===== src/sv/pbt_fifo.sv =====
// ============================================================================
// pbt_fifo: small synchronous queue
// Register-based FIFO with push/full and pop/empty; the head entry is shown
// on rdata while empty is low.
// ============================================================================
module pbt_fifo #(
    parameter int WIDTH = 8,
    parameter int DEPTH = 2
) (
    input  logic             clk,
    input  logic             rst_n,
    input  logic             push,
    input  logic [WIDTH-1:0] wdata,
    output logic             full,
    input  logic             pop,
    output logic [WIDTH-1:0] rdata,
    output logic             empty
);

    localparam int PW = (DEPTH > 1) ? $clog2(DEPTH) : 1;
    localparam int CW = $clog2(DEPTH + 1);

    logic [WIDTH-1:0] slot_reg [DEPTH];
    logic [PW-1:0]    wr_ptr_reg;
    logic [PW-1:0]    wr_ptr_next;
    logic [PW-1:0]    rd_ptr_reg;
    logic [PW-1:0]    rd_ptr_next;
    logic [CW-1:0]    count_reg;
    logic [CW-1:0]    count_next;
    logic             do_push;
    logic             do_pop;

    function automatic logic [PW-1:0] ptr_inc(input logic [PW-1:0] p);
        begin
            ptr_inc = (p == PW'(DEPTH - 1)) ? '0 : p + 1'b1;
        end
    endfunction

    assign full    = (count_reg == CW'(DEPTH));
    assign empty   = (count_reg == '0);
    assign do_push = push && !full;
    assign do_pop  = pop && !empty;
    assign rdata   = slot_reg[rd_ptr_reg];

    always_comb
    begin
        wr_ptr_next = do_push ? ptr_inc(wr_ptr_reg) : wr_ptr_reg;
        rd_ptr_next = do_pop ? ptr_inc(rd_ptr_reg) : rd_ptr_reg;
        case ({do_push, do_pop})
            2'b10:   count_next = count_reg + 1'b1;
            2'b01:   count_next = count_reg - 1'b1;
            default: count_next = count_reg;
        endcase
    end

    always_ff @(posedge clk or negedge rst_n)
    begin
        if (!rst_n)
        begin
            wr_ptr_reg <= '0;
            rd_ptr_reg <= '0;
            count_reg  <= '0;
        end
        else
        begin
            wr_ptr_reg <= wr_ptr_next;
            rd_ptr_reg <= rd_ptr_next;
            count_reg  <= count_next;
        end
    end

    always_ff @(posedge clk)
    begin
        if (do_push)
        begin
            slot_reg[wr_ptr_reg] <= wdata;
        end
    end

endmodule


===== config.mk =====
export PLATFORM = sky130hd
export DESIGN_NAME = pbt_fifo
export DESIGN_NICKNAME = d
export VERILOG_FILES = /design/src/sv/pbt_fifo.sv
export SDC_FILE = /design/constraint.sdc
export NUM_CORES = 1
export LEC_CHECK = 0
export ABC_CLOCK_PERIOD_IN_PS = 2000
export BUFFER_PORTS_ARGS = -buffer_cell sky130_fd_sc_hd__buf_4
export CAP_MARGIN = 5
export CELL_PAD_IN_SITES_DETAIL_PLACEMENT = 1
export CELL_PAD_IN_SITES_GLOBAL_PLACEMENT = 1
export CORE_MARGIN = 10
export CORE_UTILIZATION = 35
export CTS_CLUSTER_DIAMETER = 200
export CTS_CLUSTER_SIZE = 16
export DETAILED_ROUTE_END_ITERATION = 7
export PLACE_DENSITY_LB_ADDON = 0.1
export SYNTH_ARGS = -nofsm -noshare
export SYNTH_HDL_FRONTEND = slang
export SYNTH_SLANG_ARGS = --single-unit
export TNS_END_PERCENT = 30

===== constraint.sdc =====
create_clock -name clk -period 2 [get_ports clk]
set_input_delay 0.1 -clock clk [delete_from_list [all_inputs] [get_ports clk]]
set_output_delay 0.1 -clock clk [all_outputs]
set_load 0.005 [all_outputs]

# Yosys cells after proc, flatten, opt, wreduce, memory -nomap -nowiden
# Memories as Yosys holds them, arrays and structs flattened.
# Cells that the tools add are included.
dict set report totals {
  ramBits 16
  ff_bits 4
  out_inout_bits 10
  mem_bits_ro 0
  wordCells 22
  input_bits 12
  latchBits 0
  memories 1
}
# memory depth word_bits read_ports rd_clocked_by_memory_dff wr line
set memory_table {}
lappend memory_table {slot_reg 2 8 1 0 1 23} ;# logic [WIDTH-1:0] slot_reg [DEPTH];
dict set report classes {
  eq_ne 3
  reduce_logical 6
  multipliers 0
  n_lt_le_gt_ge 0
  addsub 4
  n_bitwise 0
  shifts 0
  mux 5
  n_div 0
}
# operator n
set op_table {}
lappend op_table {{== test 2 bit (second input constant)} 2}
lappend op_table {{2-to-1 mux 1 bit} 4}
lappend op_table {{one-hot mux 2 bit (2 select lines)} 1}
lappend op_table {{adder 1 bit (second input constant)} 2}
lappend op_table {{adder 2 x 1 -> 2 bit (second input constant)} 1}
lappend op_table {{== test 2 x 1 -> 1 bit (second input constant)} 1}
lappend op_table {{logical AND 1 bit} 2}
lappend op_table {{zero test 1 bit} 2}
lappend op_table {{zero test 2 bit} 1}
lappend op_table {{nonzero test 2 bit} 1}
lappend op_table {{subtractor 2 x 1 -> 2 bit (second input constant)} 1}

# Longest topological paths before layout
# Gate-level depths: netlist of the first run.
dict set report logic_depth {
  ltp_word 5
  mapped_depth 6
  ltp_nobuf 6
}

# Least setup slack after synthesis of the first run
# No wires, ideal clock.
dict set report synth_path {
  path_type {register to register}
  start {register count_reg[0]}
  end {memory slot_reg[0][0], enable pin}
  n_path_buf 0
  period_less_slack_ns 1.371
  stages_incl_launch_ff 4
  arrival_ns 1.000
  slack_ns 0.629
  path_cell_list {dfrtp_1 nand2b_1 nand2_1 nor2_1}
}
dict set report synth_via {
  elab_chain_len 5
}
# item line
set synth_rtl {}
lappend synth_rtl {{from (decl)} 28} ;# logic [CW-1:0] count_reg;
lappend synth_rtl {{from (signal assigned)} 68} ;# count_reg <= count_next;
lappend synth_rtl {{== test 2 bit} 39} ;# assign full = (count_reg == CW'(DEPTH));
lappend synth_rtl {{zero test 1 bit} 41} ;# assign do_push = push && !full;
lappend synth_rtl {{logical AND 1 bit} 41}
lappend synth_rtl {{2-to-1 mux 1 bit} 74} ;# if (do_push)
lappend synth_rtl {{2-to-1 mux 1 bit (not written as such)} 76} ;# slot_reg[wr_ptr_reg] <= wdata;
lappend synth_rtl {{to (decl)} 23}
# No other way between the ends.

# Worst setup path after layout of the first run
dict set report layout_path {
  start {register rd_ptr_reg}
  end {output port rdata[2]}
}
dict set report layout_via {
  elab_chain_len 1
}
# item line
set layout_rtl {}
lappend layout_rtl {{from (decl)} 26} ;# logic [PW-1:0] rd_ptr_reg;
lappend layout_rtl {{from (signal assigned)} 67} ;# rd_ptr_reg <= rd_ptr_next;
lappend layout_rtl {{memory (2 x 8 bit)} --}
lappend layout_rtl {{to (decl)} 16} ;# output logic [WIDTH-1:0] rdata,
# No other way between the ends.

==> impl.org, run 1 <==
** Logic synthesis
- Sorting the synthesized cells by area gives the leading types as sky130_fd_sc_hd__edfxtp_1 62%, sky130_fd_sc_hd__dfrtp_1 13%, sky130_fd_sc_hd__mux2_2 12%, sky130_fd_sc_hd__xnor2_1 3.4%, sky130_fd_sc_hd__xor2_1 2.3%.
- Summed over all instances, the cell type with the most area after synthesis is sky130_fd_sc_hd__edfxtp_1.
- Portion of synthesized cell area occupied by the leading cell type :: 0.6224
- Number of synthesis warnings :: 0
- Synthesis produced 43 cells.
- Number of synthesized register bits :: 20
- Distinct cells, synth :: 13
- Mean area per synthesized cell :: 17.95 sq um
- The share of the Yosys chip area taken by registers is 0.7520.
- The cell area that synthesis handed to floorplanning was 772.0 sq um.
- The number of nets in the synthesized netlist is 56.

** Timing
- Total Neg Setup Slack :: 0 ns
- Time the final worst path needs with I/O delays and setup :: 1.500 ns
- Dividing the final minimum period by the clock period gives 0.7501.
- Setup skew after layout :: 0.01280 ns
- The worst pin sits at a relative slew slack of 0.7271.
- At the pin with the least slew margin, the transition time is 0.4094 ns.
- RSZ-0062 raised after global routing :: false
- Number of setup violations in the final report :: 0
- The number of hold-slack violations in the final timing report came to 0.
- The number of pins exceeding their max-slew limit in the final report was 0.
- Maximum clock frequency :: 666.6 MHz

** Clocking
- Post-CTS setup buffer count :: 0
- TritonCTS built the clock tree.
- Number of buffers on the longest clock path :: 2
- Clock tree synthesis found a total of 20 sinks.
- CTS root buf :: sky130_fd_sc_hd__clkbuf_4
- After clock tree synthesis, the clock-pin slew on the worst setup and hold paths is 0.09 ns.
- Worst skew pair latency :: 0.29 ns
- CTS built an H-tree with a depth of 1.
- Clock tree synthesis inserted a total of 3 buffers.

** Critical path
- In this design, the stage delay of the slowest critical-path cell is 0.59 ns.
- For this design, the slowest cell found on the critical path is sky130_fd_sc_hd__dfrtp_1.
- Cell class contributing the biggest share of worst-path delay :: flip-flops
- Critical path type :: reg -> out
- STA classifies the critical path endpoint as a primary output.
- Crit path buf inv count :: 1
- Worst path required time :: 1.90 ns
- The signal on the critical path passes through mux2_2, buf_4.
- In this run the worst path has a maximum fanout of 9.
- For the worst setup path, the data arrival time is 1.40 ns.
- Critical path startpoint category :: register

** Floorplanning
- Placement row count :: 16
- Measured along the x axis, the die boundary spans 66.97 um.
- Core box area :: 2022 sq um
- Area enclosed by the die boundary :: 4484 sq um
- Number of primary I/O pins :: 22
- In this run the vertical extent of the chip is 66.97 um.
- Effective utilization at floorplan :: 0.3818

** GRT
- GRT overflow :: 0
- First-pass GRT wire length :: 2.766 mm
- All-Layer GR Usage :: 0.08288
- The initial antenna violation count came to 0.
- Number of global-route vias before repair :: 559
- Pin count of the biggest net entering global routing :: 12

** Routing
- The detail route stage leaves a number of antenna-violating nets equal to 0.
- Average wire per standard cell :: 15.71 um
- The final layout contains routed wiring with a total length of 1.634 mm.
- After detailed routing, the number of vias per cell comes to 4.433.
- Pre-antenna DRT Iters :: 2
- Overall via count from detail_route :: 461
- For this run, design rule violations remaining after detail routing come to 0.
- After the first detailed-routing iteration, the DRC count stood at 2.

** Layout
- Of the cells placed in the final design, the portion with a size suffix greater than 1 is 0.4416.
- Flip-flop count of the largest register after layout :: 16
- Final #Nets :: 91
- Leaving out fill and tap cells, the most frequent cell in the layout is sky130_fd_sc_hd__buf_4.
- Highest-count cells in the layout ignoring fill and taps :: 22 x sky130_fd_sc_hd__buf_4, 16 x sky130_fd_sc_hd__edfxtp_1, 9 x sky130_fd_sc_hd__dlygate4sd3_1
- Count of antenna diodes in the layout :: 0
- Synthesis-to-layout area growth :: 40.19%
- The layout has 209 filler cells.

** Power and ir drop
- Standby leakage power :: 0.4376 nW
- Pwr Total :: 0.001341 W
- For this design the ratio of total power to cell area is 1239 nW/um^2.
- The worst-case IR drop observed on VDD is 800.5 uV.

** Flow run
- Across the run, the number of max-cap violations was 0.

** Place
- The HPWL after detailed placement is 1.219 mm.
- Final RePlAce weighted congestion :: 0.6710
- Count of input and output buffers :: 21

** Run status
- The run finished with clean final reports.

** Hold path
- The path class of the tightest hold or removal check is in -> async.
## per-layer routing
layer / vias to the layer above / global-route usage / part of all wire
met2: 12 / 0.1505 / 0.56
met4: 0 / 0.03077 / 0
met3: 0 / 0.04013 / 0.076
li1: 224 / - / -
met1: 225 / 0.07849 / 0.36
met5: - / 0 / 0
## cells in the mapped netlist (all sizes together)
cell type / number
and3: 1
buf: 1
dfrtp: 4
edfxtp: 16
ha: 1
inv: 1
mux2: 8
nand2: 1
nand2b: 1
nor2: 3
nor2b: 1
xnor2: 3
xor2: 2
## report_power, final
part           internal (W)  switching [W]
Clock             0.0000775       0.000111
Sequential         0.000582      0.0000871
Combinational      0.000292       0.000192
Total              0.000951       0.000390
## area by class of cell
class	count	area (sq um)	area share
Tap cell	27	33.78	0.03121
Inverter	1	3.754	0.003468
Sequential cell	20	580.6	0.5364
Clock buffer	4	26.28	0.02428
Multi-Input combinational cell	21	182.7	0.1688
Timing Repair Buffer	31	255.2	0.2358
## kinds of logic after synthesis
logic type / count (synthesis) / share of synthesized area
XOR/XNOR: 5 / 0.05674
adder cells (fa/ha/maj): 1 / 0.01620
buffers and inverters: 2 / 0.01133
flip-flops: 20 / 0.7520
multiplexers: 8 / 0.1167
AND/OR/NAND/NOR: 7 / 0.04701
## path summary, 6_finish.rpt
kind | slack (ns) | startpoint | to | cells after the start
setup / recovery | 0.50 | rd_ptr_reg | rdata[2] | 2
hold / removal | 0.13 | rst_n | count_reg[0] | 2
setup reg to reg | 0.53 | count_reg[0] | slot_reg[0][5] | 4
hold reg to reg | 0.51 | wr_ptr_reg | wr_ptr_reg | 1
max in group asynchronous | 1.77 | rst_n | wr_ptr_reg | 2
min in group clk | 0.14 | push | wr_ptr_reg | 3
## per-stage QoR
step | std cells | area (sq um) | hold WS, ns | utilization | setup slack (ns)
after floorplan | 43 | 772.0 | -0.1956 | - | 0.6293
after global placement | 91 | 965.9 | -0.1001 | 0.4777 | 0.6009
after detailed placement | 91 | 965.9 | -0.1015 | 0.4777 | 0.5308
after CTS | 104 | 1082 | 0.1226 | 0.5353 | 0.4478
after global routing | 104 | 1082 | 0.1403 | 0.5353 | 0.4019
final | 104 | 1082 | 0.1316 | 0.5353 | 0.4999
## what timing repair did
| action | CTS | global route |
|---|---|---|
| endpoints found under the hold margin | 19 | 0 |
| hold buffers | 9 | 0 |
| gates resized for setup | 0 | 0 |
## worst register-to-register path: cells and delay by family, from the launching register on
family | cells | cell delay [ns]
buffers and inverters | 1 | 0.21
DFF | 1 | 0.42
and+or+nand+nor | 3 | 0.57
Note: power is estimated with default switching activity, not from simulation.
==> inputs of run 2 (changes only) <==
Settings changed: ABC_CLOCK_PERIOD_IN_PS 2000 to 1340.
Clock period 2 ns to 1.34 ns, I/O delays scaled along.
==> run 2 against run 1 <==
The flow now finishes with violations (setup timing). Setup slack got worse by 0.52 ns. Highest routed layer is now met4. Largest cell class unchanged. Via count rose by 10%. Clock power rose by 51%.
==> impl.org, run 2 (same netlist as run 1, synthesis figures left out) <==
** Run status
- Result of the run :: finished, violations left
- Violated checks :: setup timing

** Timing
- After layout, the minimum clock period comes to 1.357 ns.
- Post-route worst setup slack :: -0.01692 ns (-0.5168 ns)
- Timing would allow up to 737.0 MHz.
- Worst hold margin :: 0.08360 ns (-0.04797 ns)
- Hold violation total from the final report :: 0 (unchanged)
- Setup repair after global routing could not meet its margin everywhere.
- The slew at the pin closest to its max-slew limit is 0.2038 ns (-0.2055 ns).
- Post-route clock period utilization :: 1.013
- The number of pins exceeding their max-slew limit in the final report is 0 (unchanged).
- Number of setup violations in the final report :: 7 (+7)
- The tightest slew margin relative to the limit is 0.8635 (+0.1364).
- The worst clock skew is 0.001011 ns (-0.01179 ns).

** Critical path
- STA classifies the critical path startpoint as a register.
- The worst setup path is captured at a primary output.
- R2R Path End :: count_reg[1]
- Critical path type :: reg -> out
- The startpoint identified for the worst register-to-register timing path is count_reg[1].
- The highest net fanout along the worst path is 4 (-5).
- Worst path required time :: 1.27 ns (-0.63 ns)
- Register-to-Register Path Depth :: 6 (+2)
- CP arrival :: 1.29 ns (-0.11 ns)
- R2r setup slk :: 0.03 ns (-0.50 ns)

** Routing
- The total via count in the routed design was 508 (+10%).
- The first-pass iteration count of the detailed router is 2 (unchanged).
- DRT antenna net count :: 0 (unchanged)
- The initial DRC count was 3 (+1).
- The routed via count divided by cell count came to 4.456 (+0.53%).
- The detail-routed net length per standard cell was 15.39 um (-2.0%).
- The residual DRC count was 0 (unchanged).
- Total Wirelength :: 1.755 mm (+7.4%)

** GRT
- Busiest grt layer :: met2
- The wire length of the first global-routing pass is 2.677 mm (-3.2%).
- Number of global-route vias before repair :: 570 (+2.0%)
- Antenna violations before repair :: 0 (unchanged)
- The met2 track demand over resource is 0.1445 (-0.005924).
- The routing usage on met1 is 0.07447 (-0.004020).
- Pin count of the biggest net entering global routing :: 12 (unchanged)
- Met3 usage :: 0.03177 (-0.008361)
- The total grt overflow is 0 (unchanged).
- All-Layer GR Usage :: 0.08011 (-0.002772)

** Clocking
- The deepest clock path buffer count came to 2 (unchanged).
- TritonCTS built the clock tree.
- The clock network latency to the later pin of the worst-skew pair is 0.29 ns (about the same).
- The number of clock sinks is 20 (unchanged).
- The clock-pin slew on the worst setup and hold paths came to 0.10 ns (about the same).
- In this run the clock root is driven by a sky130_fd_sc_hd__clkbuf_4.
- The H-tree level count came to 1 (unchanged).
- Total clock buffers created by CTS :: 3 (unchanged)

** Layout
- Synthesis-to-layout area growth :: 57.70%
- Most common cell after layout, fill and taps aside :: sky130_fd_sc_hd__buf_4
- The footprint of the multi-input gates is 222.7 sq um (+22%).
- FF+latch area :: 581.8 sq um (+0.22%)
- The final cell utilization of the core is 0.6021 (+0.06683).
- Flip-flop count of the largest register after layout :: 16 (unchanged)
- The fraction of layout cells with a size suffix above 1 is 0.5747 (+0.1332).
- The number of nets in the final layout was 101 (+11%).
- The total inserted antenna cells came to 0 (unchanged).
- Highest-count cells in the layout ignoring fill and taps :: 27 x sky130_fd_sc_hd__buf_4, 16 x sky130_fd_sc_hd__edfxtp_1, 9 x sky130_fd_sc_hd__dlygate4sd3_1
- Fill cell instance count of the final layout :: 210 (+0.48%)

** Floorplanning
- The height of the chip is 66.97 um (unchanged).
- Core box area :: 2022 sq um (unchanged)
- The total number of placement rows is 16 (unchanged).
- The starting utilization of the core area was 0.3818 (unchanged).
- Area enclosed by the die boundary :: 4484 sq um (unchanged)
- The I/O pin count came to 22 (unchanged).
- Die W :: 66.97 um (unchanged)

** Power and ir drop
- Peak supply drop :: 1046 uV (+31%)
- Pwr/cell area :: 1955 nW/um^2 (+58%)
- The static leakage is 0.5073 nW (+16%).

** Place
- Count of input and output buffers :: 21 (unchanged)
- Final RePlAce weighted congestion :: 0.7887 (+18%)
- Dpl hpwl :: 1.182 mm (-3.0%)
- The post-place setup slack came to -0.06772 ns (-0.5985 ns).

** Flow run
- The total of max-cap violations came to 0 (unchanged).

** Hold path
- The tightest min-delay check is of the in -> async type.
-- run 2: changes by cell type in the layout (fill, tap and decap cells not counted), sizes merged --
cell / delta
clkinv: +1
clkbuf: -1
buf: +10
-- run 2: power by group --
part	leakage [nW]	switching (W)	total, W	internal, W
clock network	0.0154	0.000174	0.000283	0.000108
registers	0.194	0.0000838	0.000955	0.000872
logic	0.298	0.000444	0.00114	0.000697
-- run 2: critical path, stage by stage, from the launching register on --
cell	delay [ns]
sky130_fd_sc_hd__dfrtp_2	0.39
sky130_fd_sc_hd__buf_4	0.14
sky130_fd_sc_hd__mux2_2	0.33
sky130_fd_sc_hd__buf_4	0.13
-- run 2: how the worst max path moves through the flow --
stage	slack, ns	from	endpoint
floorplan	0.05	count_reg[0]	count_reg[1]
global placement	-0.002	count_reg[1]	count_reg[1]
detailed placement	-0.07	count_reg[0]	count_reg[1]
CTS	-0.06	rd_ptr_reg	rdata[0]
global route	-0.07	rd_ptr_reg	rdata[6]
finish	-0.02	rd_ptr_reg	rdata[1]
-- run 2: repair_timing --
| item | CTS | global route |
|---|---|---|
| pin swaps | 0 | 6 |
| buffers inserted | 2 | 4 |
| setup endpoints to repair | 9 | 10 |
| hold buffers | 9 | 0 |
| gates cloned | 0 | 0 |
| resized for setup | 3 | 13 |
| endpoints found under the hold margin | 20 | 0 |
-- run 2: routing by layer --
metal	vias to the layer above	part of all wire
met4	0	0.0080
met5	-	0
li1	243	-
met3	2	0.083
met2	16	0.55
met1	247	0.36
-- run 2: final cells by class --
type                            count  area share
Multi-Input combinational cell     21      0.1829
Clock buffer                        3     0.01850
Sequential cell                    20      0.4779
Tap cell                           27     0.02775
Timing Repair Buffer               41      0.2867
Clock inverter                      1    0.003083
Inverter                            1    0.003083
-- run 2: stage by stage --
step	total power, W	TNS, ns	cells	instance area, sq um
6_report	0.002380	-0.04722	114	1217
5_1_grt	0.002539	-0.7243	114	1217
4_1_cts	0.002187	-0.4360	110	1136
3_5_place_dp	0.001812	-0.06772	95	998.5
3_3_place_gp	0.001797	-0.002379	95	998.5
2_1_floorplan	0.001384	0	43	774.5
==> inputs of run 3 (changes only) <==
--- a/constraint.sdc
+++ b/constraint.sdc
@@ -3,2 +3,2 @@
 set_output_delay 0.067 -clock clk [all_outputs]
-set_load 0.005 [all_outputs]
+set_load 0.01 [all_outputs]
==> run 3 against run 2 <==
The run still ends with setup timing left. Sequential cell count did not move. Cell count did not move. Register-to-register slack barely moved. Combinational power rose by 14%. Count of clock-buffer cells in the layout did not move. Routed wire length rose by 2.9%. Die area did not move. Global-route usage did not move. Setup slack got worse by 0.0021 ns. Largest cell class unchanged. Highest routed layer unchanged.
==> impl.org, run 3 (same netlist as run 1, synthesis figures left out) <==
** Run status
- Result of the run :: finished, violations left
- The final reports fail on setup timing.

** Layout
- Share of the core filled with cells in the final layout :: 0.6207 (+0.01856)
- Highest-count cells in the layout ignoring fill and taps :: 20 x sky130_fd_sc_hd__buf_4, 16 x sky130_fd_sc_hd__edfxtp_1, 12 x sky130_fd_sc_hd__buf_6
- Count of antenna diodes in the layout :: 0 (unchanged)
- Final Instance Area :: 1255 sq um (+3.1%)
- The filler cell count in the final layout came to 195 (-7.1%).
- The footprint of the multi-input gates is 234.0 sq um (+5.1%).
- The area taken by flip-flops and latches is 581.8 sq um (unchanged).
- The number of nets in the final layout was 101 (unchanged).
- The flip-flop count of the largest register, all copies and words added came to 16 (unchanged).
- Fraction of final layout cells with drive strength greater than 1 :: 0.5747 (unchanged)
- Synthesis-to-layout area growth :: 62.56%
- Most common cell after layout, fill and taps aside :: sky130_fd_sc_hd__buf_4

** Floorplanning
- Effective utilization at floorplan :: 0.3818 (unchanged)
- Number of primary I/O pins :: 22 (unchanged)
- The core footprint was 2022 sq um (unchanged).
- Die W :: 66.97 um (unchanged)
- Chip height :: 66.97 um (unchanged)
- The die area is 4484 sq um (unchanged).
- Placement row count :: 16 (unchanged)

** Clocking
- CTS root buf :: sky130_fd_sc_hd__clkbuf_4
- The number of clock sinks came to 20 (unchanged).
- Clock-pin transition on the worst setup and hold timing paths :: 0.11 ns (about the same)
- Total clock buffers created by CTS :: 3 (unchanged)
- TritonCTS built the clock tree.
- The H-tree level count was 1 (unchanged).
- The deepest clock path buffer count was 2 (unchanged).
- The clock network latency to the later pin of the worst-skew pair was 0.28 ns (about the same).

** Critical path
- Maximum cell stage delay along the critical path :: 0.44 ns (+0.05 ns)
- Worst path required time :: 1.27 ns (about the same)
- Cell breakdown of the critical path :: buf_6, mux2_4, buf_6
- Register-to-Register Path Depth :: 6 (unchanged)
- On the critical path, the stage with the largest delay is an instance of sky130_fd_sc_hd__dfrtp_2.
- The endpoint identified for the worst register-to-register timing path is count_reg[1].
- The setup slack of the worst register-to-register path was 0.04 ns (about the same).
- Capturing element type of the critical path :: primary output
- The highest net fanout along the worst path came to 5 (+1).
- The worst setup path is launched from a register.
- The cell that appears most often on the critical path is sky130_fd_sc_hd__buf_6.
- Worst R2R Start :: count_reg[1]
- The worst setup path is of the reg -> out kind.
- The endpoint arrival time on the critical path is 1.29 ns (about the same).

** Timing
- Relative max-transition margin :: 0.8508 (-0.01272)
- The number of hold-slack violations in the final timing report is 0 (unchanged).
- Post-route worst setup slack :: -0.01903 ns (-0.002111 ns)
- The ratio of final minimum period to clock period was 1.014 (+0.001575).
- Number of setup violations in the final report :: 5 (-2)
- The sum of negative setup slack is -0.08335 ns (-0.03613 ns).
- RSZ-0062 raised after global routing :: true
- The slew at the pin closest to its max-slew limit is 0.2228 ns (+0.01899 ns).
- Maximum clock frequency :: 735.8 MHz (-0.16%)
- The number of pins exceeding their max-slew limit in the final report was 0 (unchanged).
- The worst clock skew is 0.004120 ns (+0.003109 ns).
- Time the final worst path needs with I/O delays and setup :: 1.359 ns (+0.002111 ns)

** GRT
- Pin count of the biggest net entering global routing :: 12 (unchanged)
- Number of global-route vias before repair :: 570 (unchanged)
- GRT overflow :: 0 (unchanged)
- The initial antenna violation count came to 0 (unchanged).
- All-Layer GR Usage :: 0.08011 (unchanged)
- First-pass GRT wire length :: 2.677 mm (unchanged)

** Place
- Final RePlAce weighted congestion :: 0.7887 (unchanged)
- Placed Instance Area :: 998.5 sq um (unchanged)
- The post-place setup slack came to -0.06772 ns (unchanged).
- The half-perimeter wire length of the detailed placement result was 1.182 mm (unchanged).
- The quantity of I/O buffers inserted on ports came to 21 (unchanged).

** Routing
- The total via count in the routed design came to 510 (+0.39%).
- The detail-routed net length per standard cell was 15.84 um (+2.9%).
- The first-pass iteration count of the detailed router came to 3 (+1).
- Average via count per standard cell :: 4.474 (+0.39%)
- The initial DRC count was 11 (+8).
- Total Wirelength :: 1.806 mm (+2.9%)
- The post-route antenna net violation count was 0 (unchanged).
- DRC Markers :: 0 (unchanged)

** Power and ir drop
- The areal power density over the cells is 2020 nW/um^2 (+3.3%).
- Standby leakage power :: 0.5289 nW (+4.3%)
- The overall power of the completed layout came to 0.002535 W (+6.5%).
- Peak supply drop :: 1013 uV (-3.1%)

** Hold path
- Path type of the worst min-delay path :: in -> async

** Flow run
- The total of max-cap violations came to 0 (unchanged).
run 3: changes by cell type in the layout (fill, tap and decap cells not counted):
cell                     before  now
sky130_fd_sc_hd__buf_4       27   20
sky130_fd_sc_hd__buf_6        5   12
sky130_fd_sc_hd__mux2_2       6    3
sky130_fd_sc_hd__mux2_4       2    5
run 3: what timing repair did:
item,in CTS,in global routing
setup endpoints to repair,9,10
hold buffers,9,0
pin swaps,0,6
hold endpoints to repair,20,0
buffers inserted,2,4
gates resized for setup,3,23
run 3: through the flow:
stage | std cells | hold WS [ns]
after global placement | 95 | -0.1297
after floorplan | 43 | -0.2286
after detailed placement | 95 | -0.1296
final | 114 | 0.09264
after CTS | 110 | 0.06904
after global routing | 114 | 0.1074
run 3: power by group:
| part | internal [W] | switching (W) | total [W] |
|---|---|---|---|
| Clock | 0.000108 | 0.000168 | 0.000276 |
| Sequential | 0.000872 | 0.0000889 | 0.000961 |
| Combinational | 0.000779 | 0.000519 | 0.00130 |
| Total | 0.00176 | 0.000776 | 0.00253 |
run 3: cell type report:
class	instances	area share
tap	27	0.02692
sequential	20	0.4636
clock buffer	3	0.01795
clock inverter	1	0.002991
timing repair buffer	41	0.2991
multi-input combinational	21	0.1864
inverter	1	0.002991
run 3: layer usage:
layer	routed length [um]	GRT usage
met1	710	0.07447
met5	0	0
met4	12	0.04615
met3	125	0.03177
met2	957	0.1445
run 3: how the worst max path moves through the flow:
| stage | cells after the start | slack (ns) | endpoint | from |
|---|---|---|---|---|
| after floorplan | 5 | -0.02 | count_reg[1] | count_reg[0] |
| after global placement | 6 | -0.002 | count_reg[1] | count_reg[1] |
| after detailed placement | 6 | -0.07 | count_reg[1] | count_reg[0] |
| after CTS | 2 | -0.07 | rdata[0] | rd_ptr_reg |
| after global routing | 3 | -0.08 | rdata[5] | rd_ptr_reg |
| final | 3 | -0.02 | rdata[0] | rd_ptr_reg |
run 3: critical path: cells and delay by family (launching register included):
kind / cells / cell delay (ns)
DFF: 1 / 0.44
muxes: 1 / 0.30
buffers and inverters: 2 / 0.26
